[config.mk]
export PLATFORM = sky130hd
export DESIGN_NAME = stick_accel_curve_with_boost
export DESIGN_NICKNAME = d
export VERILOG_FILES = /design/src/rtl/sacb_pkg.sv /design/src/rtl/sacb_div.sv /design/src/rtl/sacb_dp.sv /design/src/rtl/sacb_ctrl.sv /design/src/rtl/stick_accel_curve_with_boost.sv
export SDC_FILE = /design/constraint.sdc
export NUM_CORES = 1
export LEC_CHECK = 0
export BUFFER_PORTS_ARGS = -buffer_cell sky130_fd_sc_hd__buf_2
export CAP_MARGIN = 40
export CORE_MARGIN = 8
export CORE_UTILIZATION = 45
export CTS_BUF_LIST = sky130_fd_sc_hd__clkbuf_4
export DETAILED_ROUTE_END_ITERATION = 16
export SYNTH_ARGS = -nofsm -noshare
export SYNTH_HDL_FRONTEND = slang
export SYNTH_HIERARCHICAL = 1
export SYNTH_SLANG_ARGS = --single-unit
[constraint.sdc]
create_clock -name i_clk -period 10 [get_ports i_clk]
set_input_delay 1 -clock i_clk [delete_from_list [all_inputs] [get_ports i_clk]]
set_output_delay 1 -clock i_clk [all_outputs]
set_load 0.02 [all_outputs]
[src/rtl/sacb_pkg.sv]
package sacb_pkg;

    // Frame counter width and the width used to compare counters with 16-bit registers
    localparam int COUNT_BITS = 16;
    localparam int CFG_W      = 16;
    localparam int CMP_W      = (COUNT_BITS > CFG_W) ? COUNT_BITS : CFG_W;

    // Configuration port
    localparam int CFG_IDX_W = 3;
    localparam logic [CFG_IDX_W-1:0] CFG_DEADZONE    = 3'd0;
    localparam logic [CFG_IDX_W-1:0] CFG_RESET_FRAMES = 3'd1;
    localparam logic [CFG_IDX_W-1:0] CFG_THRESHOLD   = 3'd2;
    localparam logic [CFG_IDX_W-1:0] CFG_RAMP        = 3'd3;
    localparam logic [CFG_IDX_W-1:0] CFG_BOOST_MIN   = 3'd4;
    localparam logic [CFG_IDX_W-1:0] CFG_BOOST_MAX   = 3'd5;
    localparam logic [CFG_IDX_W-1:0] CFG_SLOW        = 3'd6;

    // Register reset values
    localparam logic [13:0] RST_DEADZONE     = 14'd4500;
    localparam logic [15:0] RST_RESET_FRAMES = 16'd6;
    localparam logic [15:0] RST_THRESHOLD    = 16'd10;
    localparam logic [15:0] RST_RAMP         = 16'd30;
    localparam logic [9:0]  RST_BOOST_MIN    = 10'd100;
    localparam logic [9:0]  RST_BOOST_MAX    = 10'd200;
    localparam logic [6:0]  RST_SLOW         = 7'd50;

    // Curve breakpoints (magnitude) and speeds in hundredths
    localparam logic [15:0] PREC_END  = 16'd12000;
    localparam logic [15:0] LIN_END   = 16'd22000;
    localparam logic [15:0] ACCEL_END = 16'd30000;
    localparam logic [15:0] MAG_TOP   = 16'd32767;
    localparam logic [11:0] PREC_MIN_X100  = 12'd50;
    localparam logic [11:0] PREC_MAX_X100  = 12'd200;
    localparam logic [11:0] LIN_MIN_X100   = 12'd200;
    localparam logic [11:0] LIN_MAX_X100   = 12'd800;
    localparam logic [11:0] ACCEL_MIN_X100 = 12'd800;
    localparam logic [11:0] BURST_MIN_X100 = 12'd2400;
    localparam logic [11:0] BURST_MAX_X100 = 12'd4000;
    localparam logic [15:0] PERCENT        = 16'd100;
    localparam logic [8:0]  SPEED_LIMIT    = 9'd511;

    // Shared divider: numerator and denominator widths, quotient bits per cycle
    localparam int NUM_W     = 26;
    localparam int DEN_W     = 16;
    localparam int DIV_STEP  = 2;
    localparam int DIV_CYC   = NUM_W / DIV_STEP;
    localparam int DIV_CNT_W = $clog2(DIV_CYC);

    // Multiply-divide operations of one transaction, in issue order
    typedef enum logic [2:0] {
        OP_ZONE,
        OP_TSQ,
        OP_BOOST,
        OP_VAL,
        OP_SLOW,
        OP_PIX
    } t_op;

    typedef struct packed {
        logic accept;
        logic update;
        logic mul;
        logic start;
        logic wb;
        logic out_load;
        t_op  op;
    } t_dp_cmd;

    typedef struct packed {
        logic dead;
        logic quad;
        logic boost_direct;
        logic slow;
        logic val_ge100;
        logic div_done;
        logic out_free;
    } t_dp_sts;

endpackage

[src/rtl/sacb_div.sv]
module sacb_div (
    input  logic                        i_clk,
    input  logic                        i_rst_n,
    input  logic                        i_start,
    input  logic [sacb_pkg::NUM_W-1:0]  i_num,
    input  logic [sacb_pkg::DEN_W-1:0]  i_den,
    output logic                        o_done,
    output logic [sacb_pkg::NUM_W-1:0]  o_quot
);
    import sacb_pkg::*;

    logic [DEN_W-1:0]     r_rem;
    logic [NUM_W-1:0]     r_quo;
    logic [DIV_CNT_W-1:0] r_cnt;
    logic                 r_busy;
    logic                 r_done;
    logic [DEN_W-1:0]     n_rem;
    logic [NUM_W-1:0]     n_quo;

    // Restoring division, DIV_STEP quotient bits per cycle
    always_comb begin : div_step
        logic [DEN_W-1:0] rem;
        logic [NUM_W-1:0] quo;
        logic [DEN_W:0]   trial;
        rem   = r_rem;
        quo   = r_quo;
        trial = '0;
        for (int k = 0; k < DIV_STEP; k++) begin
            trial = {rem, quo[NUM_W-1]};
            quo   = {quo[NUM_W-2:0], 1'b0};
            if (trial >= {1'b0, i_den}) begin
                trial  = trial - {1'b0, i_den};
                quo[0] = 1'b1;
            end
            rem = trial[DEN_W-1:0];
        end
        n_rem = rem;
        n_quo = quo;
    end

    // Load on start, iterate while busy, flag the last step
    always_ff @(posedge i_clk) begin
        if (!i_rst_n) begin
            r_busy <= 1'b0;
            r_done <= 1'b0;
            r_cnt  <= '0;
        end else begin
            r_done <= 1'b0;
            if (i_start) begin
                r_busy <= 1'b1;
                r_cnt  <= '0;
            end else if (r_busy) begin
                r_cnt <= r_cnt + 1'b1;
                if (r_cnt == DIV_CNT_W'(DIV_CYC - 1)) begin
                    r_busy <= 1'b0;
                    r_done <= 1'b1;
                end
            end
        end
    end

    // Partial remainder and quotient shift register
    always_ff @(posedge i_clk) begin
        if (i_start) begin
            r_rem <= '0;
            r_quo <= i_num;
        end else if (r_busy) begin
            r_rem <= n_rem;
            r_quo <= n_quo;
        end
    end

    assign o_done = r_done;
    assign o_quot = r_quo;

endmodule

[src/rtl/sacb_dp.sv]
module sacb_dp (
    input  logic                            i_clk,
    input  logic                            i_rst_n,
    input  logic                            i_cfg_we,
    input  logic [sacb_pkg::CFG_IDX_W-1:0]  i_cfg_idx,
    input  logic [sacb_pkg::CFG_W-1:0]      i_cfg_data,
    input  logic signed [15:0]              i_deflection,
    input  logic                            i_slow_mode,
    input  logic                            i_stall,
    output logic                            o_valid,
    output logic signed [9:0]               o_speed,
    input  sacb_pkg::t_dp_cmd               i_cmd,
    output sacb_pkg::t_dp_sts               o_sts
);
    import sacb_pkg::*;

    typedef enum logic [1:0] {DIR_NONE, DIR_POS, DIR_NEG} t_dir;
    typedef enum logic [1:0] {Z_PREC, Z_LIN, Z_ACCEL, Z_BURST} t_zone;

    // Configuration registers
    logic [13:0] r_deadzone;
    logic [15:0] r_reset_frames;
    logic [15:0] r_threshold;
    logic [15:0] r_ramp;
    logic [9:0]  r_boost_min;
    logic [9:0]  r_boost_max;
    logic [6:0]  r_slow_x100;

    // Sample and boost state
    logic [15:0]           r_mag;
    t_dir                  r_dir;
    logic                  r_slow;
    logic [COUNT_BITS-1:0] r_dead_cnt;
    logic [COUNT_BITS-1:0] r_held_cnt;
    t_dir                  r_held_dir;

    // Working registers
    logic [NUM_W-1:0] r_num;
    logic [DEN_W-1:0] r_den;
    logic [11:0]      r_spd;
    logic [6:0]       r_t;
    logic [9:0]       r_boost;
    logic [15:0]      r_val;
    logic [8:0]       r_pix;
    logic             r_out_valid;
    logic signed [9:0] r_speed;

    logic [15:0]           w_in_mag;
    t_dir                  w_in_dir;
    logic                  w_dead;
    t_zone                 w_zone;
    logic [15:0]           w_mag_cl;
    logic [COUNT_BITS-1:0] w_dead_inc;
    logic [COUNT_BITS-1:0] w_held_inc;
    logic [CMP_W-1:0]      w_held_ext;
    logic [CMP_W-1:0]      w_pos;
    logic                  w_below_thr;
    logic                  w_full;
    logic                  w_span_neg;
    logic [9:0]            w_span_mag;
    logic [15:0]           w_mul_a;
    logic [15:0]           w_mul_b;
    logic [DEN_W-1:0]      w_den;
    logic [31:0]           w_prod;
    logic                  w_div_done;
    logic [NUM_W-1:0]      w_quot;
    logic [15:0]           w_pix_raw;
    logic [9:0]            w_pix_ext;

    // Magnitude and direction of the incoming sample
    assign w_in_mag = i_deflection[15] ? (~$unsigned(i_deflection) + 16'd1)
                                       : $unsigned(i_deflection);
    assign w_in_dir = i_deflection[15] ? DIR_NEG
                    : ((i_deflection != 16'sd0) ? DIR_POS : DIR_NONE);

    // Zone decode
    assign w_dead   = r_mag < {2'b00, r_deadzone};
    assign w_mag_cl = (r_mag > MAG_TOP) ? MAG_TOP : r_mag;
    always_comb begin
        priority if (r_mag < PREC_END) w_zone = Z_PREC;
        else if (r_mag < LIN_END)      w_zone = Z_LIN;
        else if (r_mag < ACCEL_END)    w_zone = Z_ACCEL;
        else                           w_zone = Z_BURST;
    end

    // Saturating frame counters
    assign w_dead_inc = (&r_dead_cnt) ? r_dead_cnt : r_dead_cnt + 1'b1;
    assign w_held_inc = (&r_held_cnt) ? r_held_cnt : r_held_cnt + 1'b1;

    // Boost ramp position
    assign w_held_ext  = CMP_W'(r_held_cnt);
    assign w_below_thr = w_held_ext < CMP_W'(r_threshold);
    assign w_pos       = w_held_ext - CMP_W'(r_threshold);
    assign w_full      = w_pos >= CMP_W'(r_ramp);
    assign w_span_neg  = r_boost_max < r_boost_min;
    assign w_span_mag  = w_span_neg ? (r_boost_min - r_boost_max) : (r_boost_max - r_boost_min);

    // Select multiplier operands and divisor for the current operation
    always_comb begin
        w_mul_a = '0;
        w_mul_b = '0;
        w_den   = PERCENT;
        unique case (i_cmd.op)
            OP_ZONE: begin
                unique case (w_zone)
                    Z_PREC: begin
                        w_mul_a = r_mag - {2'b00, r_deadzone};
                        w_mul_b = 16'(PREC_MAX_X100 - PREC_MIN_X100);
                        w_den   = PREC_END - {2'b00, r_deadzone};
                    end
                    Z_LIN: begin
                        w_mul_a = r_mag - PREC_END;
                        w_mul_b = 16'(LIN_MAX_X100 - LIN_MIN_X100);
                        w_den   = LIN_END - PREC_END;
                    end
                    Z_ACCEL: begin
                        w_mul_a = r_mag - LIN_END;
                        w_mul_b = PERCENT;
                        w_den   = ACCEL_END - LIN_END;
                    end
                    Z_BURST: begin
                        w_mul_a = w_mag_cl - ACCEL_END;
                        w_mul_b = 16'(BURST_MAX_X100 - BURST_MIN_X100);
                        w_den   = MAG_TOP - ACCEL_END;
                    end
                    default: ;
                endcase
            end
            OP_TSQ: begin
                w_mul_a = {9'b0, r_t};
                w_mul_b = {9'b0, r_t};
            end
            OP_BOOST: begin
                w_mul_a = w_pos[15:0];
                w_mul_b = {6'b0, w_span_mag};
                w_den   = r_ramp;
            end
            OP_VAL: begin
                w_mul_a = {4'b0, r_spd};
                w_mul_b = {6'b0, r_boost};
            end
            OP_SLOW: begin
                w_mul_a = r_val;
                w_mul_b = {9'b0, r_slow_x100};
            end
            OP_PIX: begin
                w_mul_a = r_val;
                w_mul_b = 16'd1;
            end
            default: ;
        endcase
    end

    assign w_prod = w_mul_a * w_mul_b;

    sacb_div u_div (
        .i_clk   (i_clk),
        .i_rst_n (i_rst_n),
        .i_start (i_cmd.start),
        .i_num   (r_num),
        .i_den   (r_den),
        .o_done  (w_div_done),
        .o_quot  (w_quot)
    );

    // Whole pixels: round a nonzero fraction up to one, saturate
    assign w_pix_raw = (r_val >= PERCENT) ? w_quot[15:0] : {15'b0, (r_val != 16'd0)};
    assign w_pix_ext = {1'b0, r_pix};

    // Configuration writes
    always_ff @(posedge i_clk) begin
        if (!i_rst_n) begin
            r_deadzone     <= RST_DEADZONE;
            r_reset_frames <= RST_RESET_FRAMES;
            r_threshold    <= RST_THRESHOLD;
            r_ramp         <= RST_RAMP;
            r_boost_min    <= RST_BOOST_MIN;
            r_boost_max    <= RST_BOOST_MAX;
            r_slow_x100    <= RST_SLOW;
        end else if (i_cfg_we) begin
            case (i_cfg_idx)
                CFG_DEADZONE:     r_deadzone     <= i_cfg_data[13:0];
                CFG_RESET_FRAMES: r_reset_frames <= i_cfg_data;
                CFG_THRESHOLD:    r_threshold    <= i_cfg_data;
                CFG_RAMP:         r_ramp         <= i_cfg_data;
                CFG_BOOST_MIN:    r_boost_min    <= i_cfg_data[9:0];
                CFG_BOOST_MAX:    r_boost_max    <= i_cfg_data[9:0];
                CFG_SLOW:         r_slow_x100    <= i_cfg_data[6:0];
                default: ;
            endcase
        end
    end

    // Boost integrator: count dead frames, held frames and direction
    always_ff @(posedge i_clk) begin
        if (!i_rst_n) begin
            r_dead_cnt <= '0;
            r_held_cnt <= '0;
            r_held_dir <= DIR_NONE;
        end else if (i_cmd.update) begin
            if (w_dead) begin
                r_dead_cnt <= w_dead_inc;
                if (CMP_W'(w_dead_inc) >= CMP_W'(r_reset_frames)) begin
                    r_held_cnt <= '0;
                    r_held_dir <= DIR_NONE;
                end
            end else begin
                r_dead_cnt <= '0;
                if (r_held_dir != DIR_NONE && r_held_dir == r_dir) begin
                    r_held_cnt <= w_held_inc;
                end else begin
                    r_held_dir <= r_dir;
                    r_held_cnt <= COUNT_BITS'(1);
                end
            end
        end
    end

    // Capture the transaction, products and write-back results
    always_ff @(posedge i_clk) begin
        if (i_cmd.accept) begin
            r_mag  <= w_in_mag;
            r_dir  <= w_in_dir;
            r_slow <= i_slow_mode;
        end
        if (i_cmd.update && w_dead) begin
            r_pix <= '0;
        end
        if (i_cmd.mul) begin
            r_num <= w_prod[NUM_W-1:0];
            r_den <= w_den;
        end
        if (i_cmd.wb) begin
            unique case (i_cmd.op)
                OP_ZONE: begin
                    unique case (w_zone)
                        Z_PREC:  r_spd <= PREC_MIN_X100 + w_quot[11:0];
                        Z_LIN:   r_spd <= LIN_MIN_X100 + w_quot[11:0];
                        Z_ACCEL: r_t   <= w_quot[6:0];
                        Z_BURST: r_spd <= BURST_MIN_X100 + w_quot[11:0];
                        default: ;
                    endcase
                end
                OP_TSQ: r_spd <= ACCEL_MIN_X100 + {1'b0, w_quot[6:0], 4'b0000};
                OP_BOOST: begin
                    priority if (w_below_thr) r_boost <= r_boost_min;
                    else if (w_full)          r_boost <= r_boost_max;
                    else if (w_span_neg)      r_boost <= r_boost_min - w_quot[9:0];
                    else                      r_boost <= r_boost_min + w_quot[9:0];
                end
                OP_VAL:  r_val <= w_quot[15:0];
                OP_SLOW: r_val <= w_quot[15:0];
                OP_PIX:  r_pix <= (w_pix_raw > {7'b0, SPEED_LIMIT}) ? SPEED_LIMIT
                                                                  : w_pix_raw[8:0];
                default: ;
            endcase
        end
    end

    // Output register: load a result, drop it once taken
    always_ff @(posedge i_clk) begin
        if (!i_rst_n) begin
            r_out_valid <= 1'b0;
        end else if (i_cmd.out_load) begin
            r_out_valid <= 1'b1;
        end else if (!i_stall) begin
            r_out_valid <= 1'b0;
        end
    end

    always_ff @(posedge i_clk) begin
        if (i_cmd.out_load) begin
            r_speed <= (r_dir == DIR_NEG) ? $signed(10'd0 - w_pix_ext) : $signed(w_pix_ext);
        end
    end

    assign o_valid = r_out_valid;
    assign o_speed = r_speed;

    assign o_sts.dead         = w_dead;
    assign o_sts.quad         = (w_zone == Z_ACCEL);
    assign o_sts.boost_direct = w_below_thr | w_full;
    assign o_sts.slow         = r_slow;
    assign o_sts.val_ge100    = (r_val >= PERCENT);
    assign o_sts.div_done     = w_div_done;
    assign o_sts.out_free     = !r_out_valid || !i_stall;

endmodule

[src/rtl/sacb_ctrl.sv]
module sacb_ctrl (
    input  logic              i_clk,
    input  logic              i_rst_n,
    input  logic              i_valid,
    output logic              o_stall,
    input  sacb_pkg::t_dp_sts i_sts,
    output sacb_pkg::t_dp_cmd o_cmd
);
    import sacb_pkg::*;

    typedef enum logic [2:0] {
        S_IDLE,
        S_UPDATE,
        S_MUL,
        S_START,
        S_DIV,
        S_WB,
        S_OUT
    } t_state;

    t_state r_state;
    t_op    r_op;
    logic   r_stall;
    t_op    n_op;
    logic   w_skip;

    // Pick the operation after the current write-back
    always_comb begin
        n_op = OP_PIX;
        unique case (r_op)
            OP_ZONE:  n_op = i_sts.quad ? OP_TSQ : OP_BOOST;
            OP_TSQ:   n_op = OP_BOOST;
            OP_BOOST: n_op = OP_VAL;
            OP_VAL:   n_op = i_sts.slow ? OP_SLOW : OP_PIX;
            OP_SLOW:  n_op = OP_PIX;
            OP_PIX:   n_op = OP_PIX;
            default:  n_op = OP_PIX;
        endcase
    end

    // Operations whose result needs no division
    assign w_skip = (r_op == OP_BOOST && i_sts.boost_direct)
                 || (r_op == OP_PIX && !i_sts.val_ge100);

    // Sequence one transaction through the datapath
    always_ff @(posedge i_clk) begin
        if (!i_rst_n) begin
            r_state <= S_IDLE;
            r_op    <= OP_ZONE;
            r_stall <= 1'b0;
        end else begin
            unique case (r_state)
                S_IDLE: begin
                    if (i_valid) begin
                        r_state <= S_UPDATE;
                        r_stall <= 1'b1;
                    end
                end
                S_UPDATE: begin
                    if (i_sts.dead) begin
                        r_state <= S_OUT;
                    end else begin
                        r_op    <= OP_ZONE;
                        r_state <= S_MUL;
                    end
                end
                S_MUL: begin
                    r_state <= w_skip ? S_WB : S_START;
                end
                S_START: begin
                    r_state <= S_DIV;
                end
                S_DIV: begin
                    if (i_sts.div_done) begin
                        r_state <= S_WB;
                    end
                end
                S_WB: begin
                    if (r_op == OP_PIX) begin
                        r_state <= S_OUT;
                    end else begin
                        r_op    <= n_op;
                        r_state <= S_MUL;
                    end
                end
                S_OUT: begin
                    if (i_sts.out_free) begin
                        r_state <= S_IDLE;
                        r_stall <= 1'b0;
                    end
                end
                default: r_state <= S_IDLE;
            endcase
        end
    end

    assign o_stall        = r_stall;
    assign o_cmd.accept   = (r_state == S_IDLE) && i_valid;
    assign o_cmd.update   = (r_state == S_UPDATE);
    assign o_cmd.mul      = (r_state == S_MUL);
    assign o_cmd.start    = (r_state == S_START);
    assign o_cmd.wb       = (r_state == S_WB);
    assign o_cmd.out_load = (r_state == S_OUT) && i_sts.out_free;
    assign o_cmd.op       = r_op;

endmodule

[src/rtl/stick_accel_curve_with_boost.sv]
// Joystick axis to cursor speed with a five-zone curve and a hold-time boost.
// Input channel: i_valid / o_stall carry one signed axis sample and the slow
// mode flag; a transaction is taken when i_valid is high and o_stall is low.
// Output channel: o_valid / i_stall carry one signed speed per sample.
// Configuration: write i_cfg_data to register i_cfg_idx with i_cfg_we, only
// while no transaction is in flight; unknown indexes are ignored.
// Sequencing: a dead sample goes from the update step straight to the output
// step. A live sample runs up to six multiply-divide operations through one
// shared divider that resolves 2 quotient bits per cycle; each operation
// steps through multiply, divider start, division and write-back, or goes
// straight from multiply to write-back when no division is needed. One
// sample is worked on at a time; the next is taken the cycle after its
// result enters the output register.
// When the receiver stalls, the result holds in the output register and the
// block holds o_stall high until that register is free for the next result.
// Reset (synchronous, active low) clears the boost counters and direction,
// restores the register defaults and empties the output register.
module stick_accel_curve_with_boost (
    input  logic                            i_clk,
    input  logic                            i_rst_n,
    input  logic                            i_cfg_we,
    input  logic [sacb_pkg::CFG_IDX_W-1:0]  i_cfg_idx,
    input  logic [sacb_pkg::CFG_W-1:0]      i_cfg_data,
    input  logic                            i_valid,
    output logic                            o_stall,
    input  logic signed [15:0]              i_deflection,
    input  logic                            i_slow_mode,
    output logic                            o_valid,
    input  logic                            i_stall,
    output logic signed [9:0]               o_speed
);
    import sacb_pkg::*;

    t_dp_cmd w_cmd;
    t_dp_sts w_sts;

    sacb_ctrl u_ctrl (
        .i_clk   (i_clk),
        .i_rst_n (i_rst_n),
        .i_valid (i_valid),
        .o_stall (o_stall),
        .i_sts   (w_sts),
        .o_cmd   (w_cmd)
    );

    sacb_dp u_dp (
        .i_clk        (i_clk),
        .i_rst_n      (i_rst_n),
        .i_cfg_we     (i_cfg_we),
        .i_cfg_idx    (i_cfg_idx),
        .i_cfg_data   (i_cfg_data),
        .i_deflection (i_deflection),
        .i_slow_mode  (i_slow_mode),
        .i_stall      (i_stall),
        .o_valid      (o_valid),
        .o_speed      (o_speed),
        .i_cmd        (w_cmd),
        .o_sts        (w_sts)
    );

endmodule

======== Word level (Yosys, flattened, before mapping) ========
Cells that the tools add are included.
word-level totals
  flip-flop bits (word level) ............. 304
  input bits .............................. 41
  output and inout bits ................... 12
  logic and storage cells ................. 209
operators by class
  $add $sub $neg .......................... 21
  multipliers ............................. 1
  magnitude comparators ................... 13
  equality and inequality tests ........... 33
  multiplexer cells ....................... 61
  bitwise logic cells ..................... 4
  reductions and logical operators ........ 44
operators with widths
  operator                  count
  $pmux W16 S4              3
  $mux W16                  10
  $pmux W16 S6              1
  $pmux W16 S5              1
  $mux W26                  2
  $add A16 B1 Y16 const B   3
  $sub A16 B16 Y16          3
  $mux W9                   5
  $mux W10                  4
  $pmux W12 S3              1
  $ge A17 B16 Y1            2
  $ge A16 B16 Y1            2
  $lt A16 B15 Y1 const B    2
  $pmux W16 S2              1
  $reduce_and A16 Y1        2
  $reduce_bool A16 Y1       2
  $sub A16 B15 Y16 const B  2
  $sub A10 B10 Y10          3
  $mul A16 B16 Y26          1
  $eq A3 B3 Y1 const B      8
  $mux W3                   8
  $pmux W12 S2              1
  $pmux W3 S7               1
  $reduce_and A3 Y1         7
  other kinds (45)          102

======== Logic depth before layout (Yosys ltp) ========
  depth in word-level cells ............... 9
  gate-level depth with buffers ........... 40
  gate-level depth less buffers ........... 36

======== Modules after synthesis ========
The synthesis kept the hierarchy.
modules (own cells, without submodules)
  module     instances  cells an instance  area each (um2)  seq. area each (um2)
  sacb_dp    1          2644               22572.9          6145.9
  sacb_div   1          409                3860.0           1221.2
  sacb_ctrl  1          58                 511.7            140.1

======== Least setup slack after synthesis ========
OpenSTA, ideal clock, no wires.
  path kind ............................... register to register
  start ................................... reg u_dp.r_mag[4]
  end ..................................... reg u_dp.r_num[24] (data pin)
  library setup time ...................... 262 ps
  arrival ................................. 8569 ps
  data required time ...................... 9738 ps
  setup slack ............................. 1169 ps
  cell stages (with the launch flop) ...... 37
  path buffers ............................ 4
  period minus slack after synthesis ...... 8831 ps
  cell sequence ........................... edfxtp_1 -> ha_1 -> nand4_1 -> a21oi_1 -> or2_2 -> a21oi_1 -> a311o_1 -> clkbuf_1 -> inv_1 -> ha_1 -> clkbuf_1 -> buf_1 -> a22oi_1 -> o21ai_0 -> a22o_1 -> a211oi_1 -> clkbuf_1 -> a21oi_1 -> fa_1 -> inv_1 -> fa_1 -> inv_1 -> fa_1 -> fa_1 -> fa_1 -> inv_1 -> fa_1 -> inv_1 -> ha_1 -> a21o_1 -> a211oi_1 -> nand3_1 -> o211ai_1 -> o21ai_0 -> a21oi_1 -> o21bai_1 -> xor2_1
RTL lines
  element                 line            RTL
  start, declared         sacb_dp.sv:30   logic [15:0] r_mag;
  start signal, assigned  sacb_dp.sv:222  r_mag <= w_in_mag;
  end signal, assigned    sacb_dp.sv:230  r_num <= w_prod[NUM_W-1:0];
  end, declared           sacb_dp.sv:38   logic [NUM_W-1:0] r_num;

======== Final worst setup path ========
  start ................................... reg u_dp.r_mag[5]
  end ..................................... reg u_dp.r_num[24] (data pin)
between the ends
  word-level cells in the longest chain between the ends .. 8
  elaborated cells between the ends (all ways) .. 21
  classes of those cells .................. add/sub: 4; mul: 1; order compare: 4; eq/ne: 3; mux: 8; reduce/logical: 1
ends and longest elaborated chain
  element                                                 line            RTL
  branches (longest 7 deep; another with $gt A16 B15 Y1)  --
  $mul A16 B16 Y26 (*)                                    sacb_dp.sv:154  assign w_prod = w_mul_a * w_mul_b;
  net u_dp.w_prod[24]                                     sacb_dp.sv:64   logic [31:0] w_prod;
Mark *: on every way through the listed nets, which the timed path passes. The select of a mux whose other input is x is not followed.
A chain may end at the register's enable or synchronous reset.

==> impl_metrics.json <==
{
  "run_status": "complete, no violations",
  "clk_pin_slew_ns": 0.07,
  "layout-area-overhead-vs-synth_pct": 9.14,
  "cts-root-to-sink-buffers": 3,
  "finish.net_count": 3605,
  "synth.avg_cell_area_sq_um": 8.66,
  "met2_layer_wire_length_in_the_routed_design_mm": 39.5,
  "cts_tree": "built",
  "worst_r2r_endpoint": "u_dp/r_num[24]",
  "hold_slack_ns": 0.343,
  "clock-sinks": 304,
  "timing.hold.worst_endpoint": "u_dp/r_slow",
  "grt_pass1_vias": 23600,
  "power_density_nw_per_um2": 311,
  "setup_ws_pre_cts_ns": 0.551,
  "netlist_instances": 3111,
  "detail_route.wirelength.met1_mm": 36.2,
  "setup_total_negative_slack_ns": 0,
  "skew_ns": 0.0761,
  "cts_setup_buffers": 0,
  "period_needed_ns": 9.47,
  "yosys.cell_count.top_type": "sky130_fd_sc_hd__inv_1",
  "grt_start_max_net_pins": 65,
  "crit_required_ns": 10.55,
  "setup_repair_after_global_routing_missed_its_margin": "false",
  "grt_pass1_wl_mm": 134,
  "pin_count": 53,
  "synth-edff-count": 142,
  "syn-num-nets": 3526,
  "vdd_drop_max_mv": 0.472,
  "synth-seq-cells": 304,
  "ys_async_sr_fraction_pct": 0,
  "die_width_um": 261,
  "number_of_levels_in_the_clock_h_tree": 3,
  "cellLeakagePower_uw": 0.0123,
  "reg2regPathDepth": 31,
  "crit-reg2reg-launch": "u_dp/r_mag[5]",
  "dieArea_sq_um": 68000,
  "cts_inserted_buffers": 89,
  "synth_seq_area_share_pct": 27.9,
  "rrSetupSlack_ns": 0.53,
  "ys_warn_count": 6,
  "drt_first_iter_violations": 2147,
  "yosysUniqueCellTypes": 103,
  "start_util_pct": 45.6,
  "cp.arrival_ns": 10.02,
  "worst_skew_pair.late_latency_ns": 0.87,
  "synth_largest_area_cell": "sky130_fd_sc_hd__edfxtp_1",
  "critPathLaunchType": "register",
  "crit_fanout": 20,
  "whs_path_depth": 1,
  "timing.slew.headroom_pct": 30.7,
  "synth_top_cells_by_count": "sky130_fd_sc_hd__inv_1 (337), sky130_fd_sc_hd__nand2_1 (323), sky130_fd_sc_hd__nor2_1 (258), sky130_fd_sc_hd__ha_1 (243), sky130_fd_sc_hd__a21oi_1 (238)",
  "detailroute.wirelength.met3_mm": 6.56,
  "globalplace.congestion": 0.972,
  "critical-path-max-stage-delay_ns": 0.76,
  "fp-row-count": 89,
  "chipHeight_um": 261,
  "drt_wl_total_mm": 85.5,
  "end_kind": "register",
  "worstHoldPathType": "in -> reg",
  "worst-setup-path-type": "reg -> reg",
  "max_clock_freq_mhz": 106,
  "drv.max_cap_violation_count": 0,
  "post_synth_main_area_contributors": "sky130_fd_sc_hd__edfxtp_1 (16%), sky130_fd_sc_hd__dfxtp_1 (12%), sky130_fd_sc_hd__ha_1 (11%)",
  "synth_flop_cell": "sky130_fd_sc_hd__dfxtp_1",
  "antenna_violations_before_repair": 1,
  "cts_hold_buf": 0,
  "top_layer": "met4",
  "ant_nets": 0,
  "detailed_route_drc_error_count": 0,
  "setup_ws_ns": 0.532,
  "crit_path_most_repeated_cell": "sky130_fd_sc_hd__fa_1",
  "grt.total_usage_pct": 25.1,
  "max_slew_violation_count": 0,
  "syn-cell-area_sq_um": 26900,
  "portBuffers": 52,
  "post_drt_via_cell_ratio": 5.90,
  "number_of_endpoints_with_negative_hold_slack_in_the_final_report": 0,
  "dpl_cell_area_sq_um": 28200,
  "hold_path_startpoint": "i_slow_mode",
  "setup_viol_count_final": 0,
  "final_cells": 4036,
  "dp_hpwl_mm": 65.7,
  "drt-wirelength-per-cell_um": 21.2,
  "placed_cells_incl_taps": 3872,
  "cpMaxStageDelayCell": "sky130_fd_sc_hd__a221oi_2",
  "final.period_utilization_pct": 94.7,
  "synth_top_cell_area_share_pct": 15.8,
  "cts.root.buffer_cell": "sky130_fd_sc_hd__clkbuf_4",
  "drive_gt1_share_pct": 11.8,
  "via_count": 23800,
  "placeableCoreArea_sq_um": 59100,
  "worstMarginPinSlew_ns": 1.04,
  "layout.cell_area.non_filler_sq_um": 29400,
  "first_pass_iters": 6,
  "post_cts.resized_instances": 0,
  "globalRouteOverflowTotal": 0
}
cell type report:
cell class	count	area, sq um
Fill cell	5648	29700
Clock buffer	129	968
Multi-Input combinational cell	2325	17600
Tap cell	773	967
Inverter	343	1290
Timing Repair Buffer	127	891
Antenna cell	1	2.50
Sequential cell	304	7510
Clock inverter	34	193
worst max-delay path, delay by kind of cell (launching register included):
kind	cells	cell delay, ns
compound gates	12	3.65
flops	1	0.39
simple gates	2	0.25
buf+inv	8	0.99
fa+ha+maj	8	3.75
xor+xnor	1	0.14
registers in the layout (all words and copies together), names as in the netlist, 12 cells and up:
register,flops
u_dp/r_ramp,16
u_dp/r_val,16
u_dp/r_reset_frames,16
u_dp/r_num,26
u_dp/r_dead_cnt,16
u_dp/r_threshold,16
u_dp/r_deadzone,14
u_dp/r_held_cnt,16
u_dp/r_mag,16
u_dp/r_spd,12
u_dp/u_div/r_rem,16
u_dp/r_den,16
u_dp/u_div/o_quot,26
worst max-delay path by stage:
stage | cells past startpoint | start | endpoint | slack [ns]
detailed placement | 34 | u_dp/r_mag[4] | u_dp/r_num[24] | 0.55
global placement | 34 | u_dp/r_mag[5] | u_dp/r_num[24] | 0.75
CTS | 34 | u_dp/r_mag[5] | u_dp/r_num[24] | 0.50
floorplan | 36 | u_dp/r_mag[4] | u_dp/r_num[24] | 1.17
finish | 31 | u_dp/r_mag[5] | u_dp/r_num[24] | 0.53
global route | 33 | u_dp/r_mag[5] | u_dp/r_num[24] | 0.03
logic make-up after synthesis:
family	count (synthesis)	synth area share, %
AND/OR/NAND/NOR	936	16.3
AO/OA/AOI/OAI	756	18.8
buffers and inverters	482	7.01
adder cells (fa/ha/maj)	374	21.0
flip-flops	304	27.9
XOR/XNOR	165	5.36
multiplexers	94	3.71
metrics by stage:
stage	utilization (%)	power [uW]
2_1_floorplan	-	6490
3_3_place_gp	47.5	7730
6_report	49.7	9130
5_1_grt	49.7	10100
4_1_cts	49.7	9190
3_5_place_dp	47.7	7910
cell usage in the layout (no fill, tap or decap), types with 10 or more instances in the layout:
cell,Yosys,final
sky130_fd_sc_hd__clkinv_1,5,26
sky130_fd_sc_hd__o21ai_0,115,115
sky130_fd_sc_hd__a31oi_1,30,30
sky130_fd_sc_hd__o21bai_1,13,13
sky130_fd_sc_hd__nand2b_1,53,53
sky130_fd_sc_hd__a21oi_1,238,237
sky130_fd_sc_hd__o211ai_1,39,39
sky130_fd_sc_hd__mux2_2,46,46
sky130_fd_sc_hd__o31ai_1,13,13
sky130_fd_sc_hd__dfxtp_1,162,160
sky130_fd_sc_hd__nor2b_1,36,36
sky130_fd_sc_hd__nand2_1,323,323
sky130_fd_sc_hd__or3_1,14,14
sky130_fd_sc_hd__fa_1,131,131
sky130_fd_sc_hd__a22oi_1,10,10
sky130_fd_sc_hd__and3_1,30,29
sky130_fd_sc_hd__nand4_1,19,19
sky130_fd_sc_hd__nand3_1,68,68
sky130_fd_sc_hd__edfxtp_1,142,142
sky130_fd_sc_hd__nor2_1,258,257
sky130_fd_sc_hd__o21a_1,24,24
sky130_fd_sc_hd__a221oi_1,12,12
sky130_fd_sc_hd__ha_1,243,242
sky130_fd_sc_hd__or2_2,24,24
sky130_fd_sc_hd__buf_4,8,71
sky130_fd_sc_hd__a211oi_1,77,77
sky130_fd_sc_hd__nor3_1,48,46
sky130_fd_sc_hd__clkbuf_4,0,129
sky130_fd_sc_hd__mux2i_1,48,48
sky130_fd_sc_hd__and2_1,12,12
sky130_fd_sc_hd__buf_2,19,52
sky130_fd_sc_hd__xor2_1,53,53
sky130_fd_sc_hd__xnor2_1,112,112
sky130_fd_sc_hd__nor4_1,13,13
sky130_fd_sc_hd__inv_1,337,336
sky130_fd_sc_hd__a21o_1,41,41
where the power goes:
group	internal (uW)	leakage, uW	switching (uW)
Combinational	2600	0.00902	3620
Clock	627	0.000688	590
Sequential	1610	0.00263	88.4
Total	4840	0.0123	4300
layer usage:
metal / vias to the layer above / GRT usage (%)
met4: 0 / 10.2
met2: 953 / 41.0
met1: 11600 / 32.6
met5: - / 0
li1: 11100 / -
met3: 192 / 4.85
Note: power is estimated with default switching activity, not from simulation.
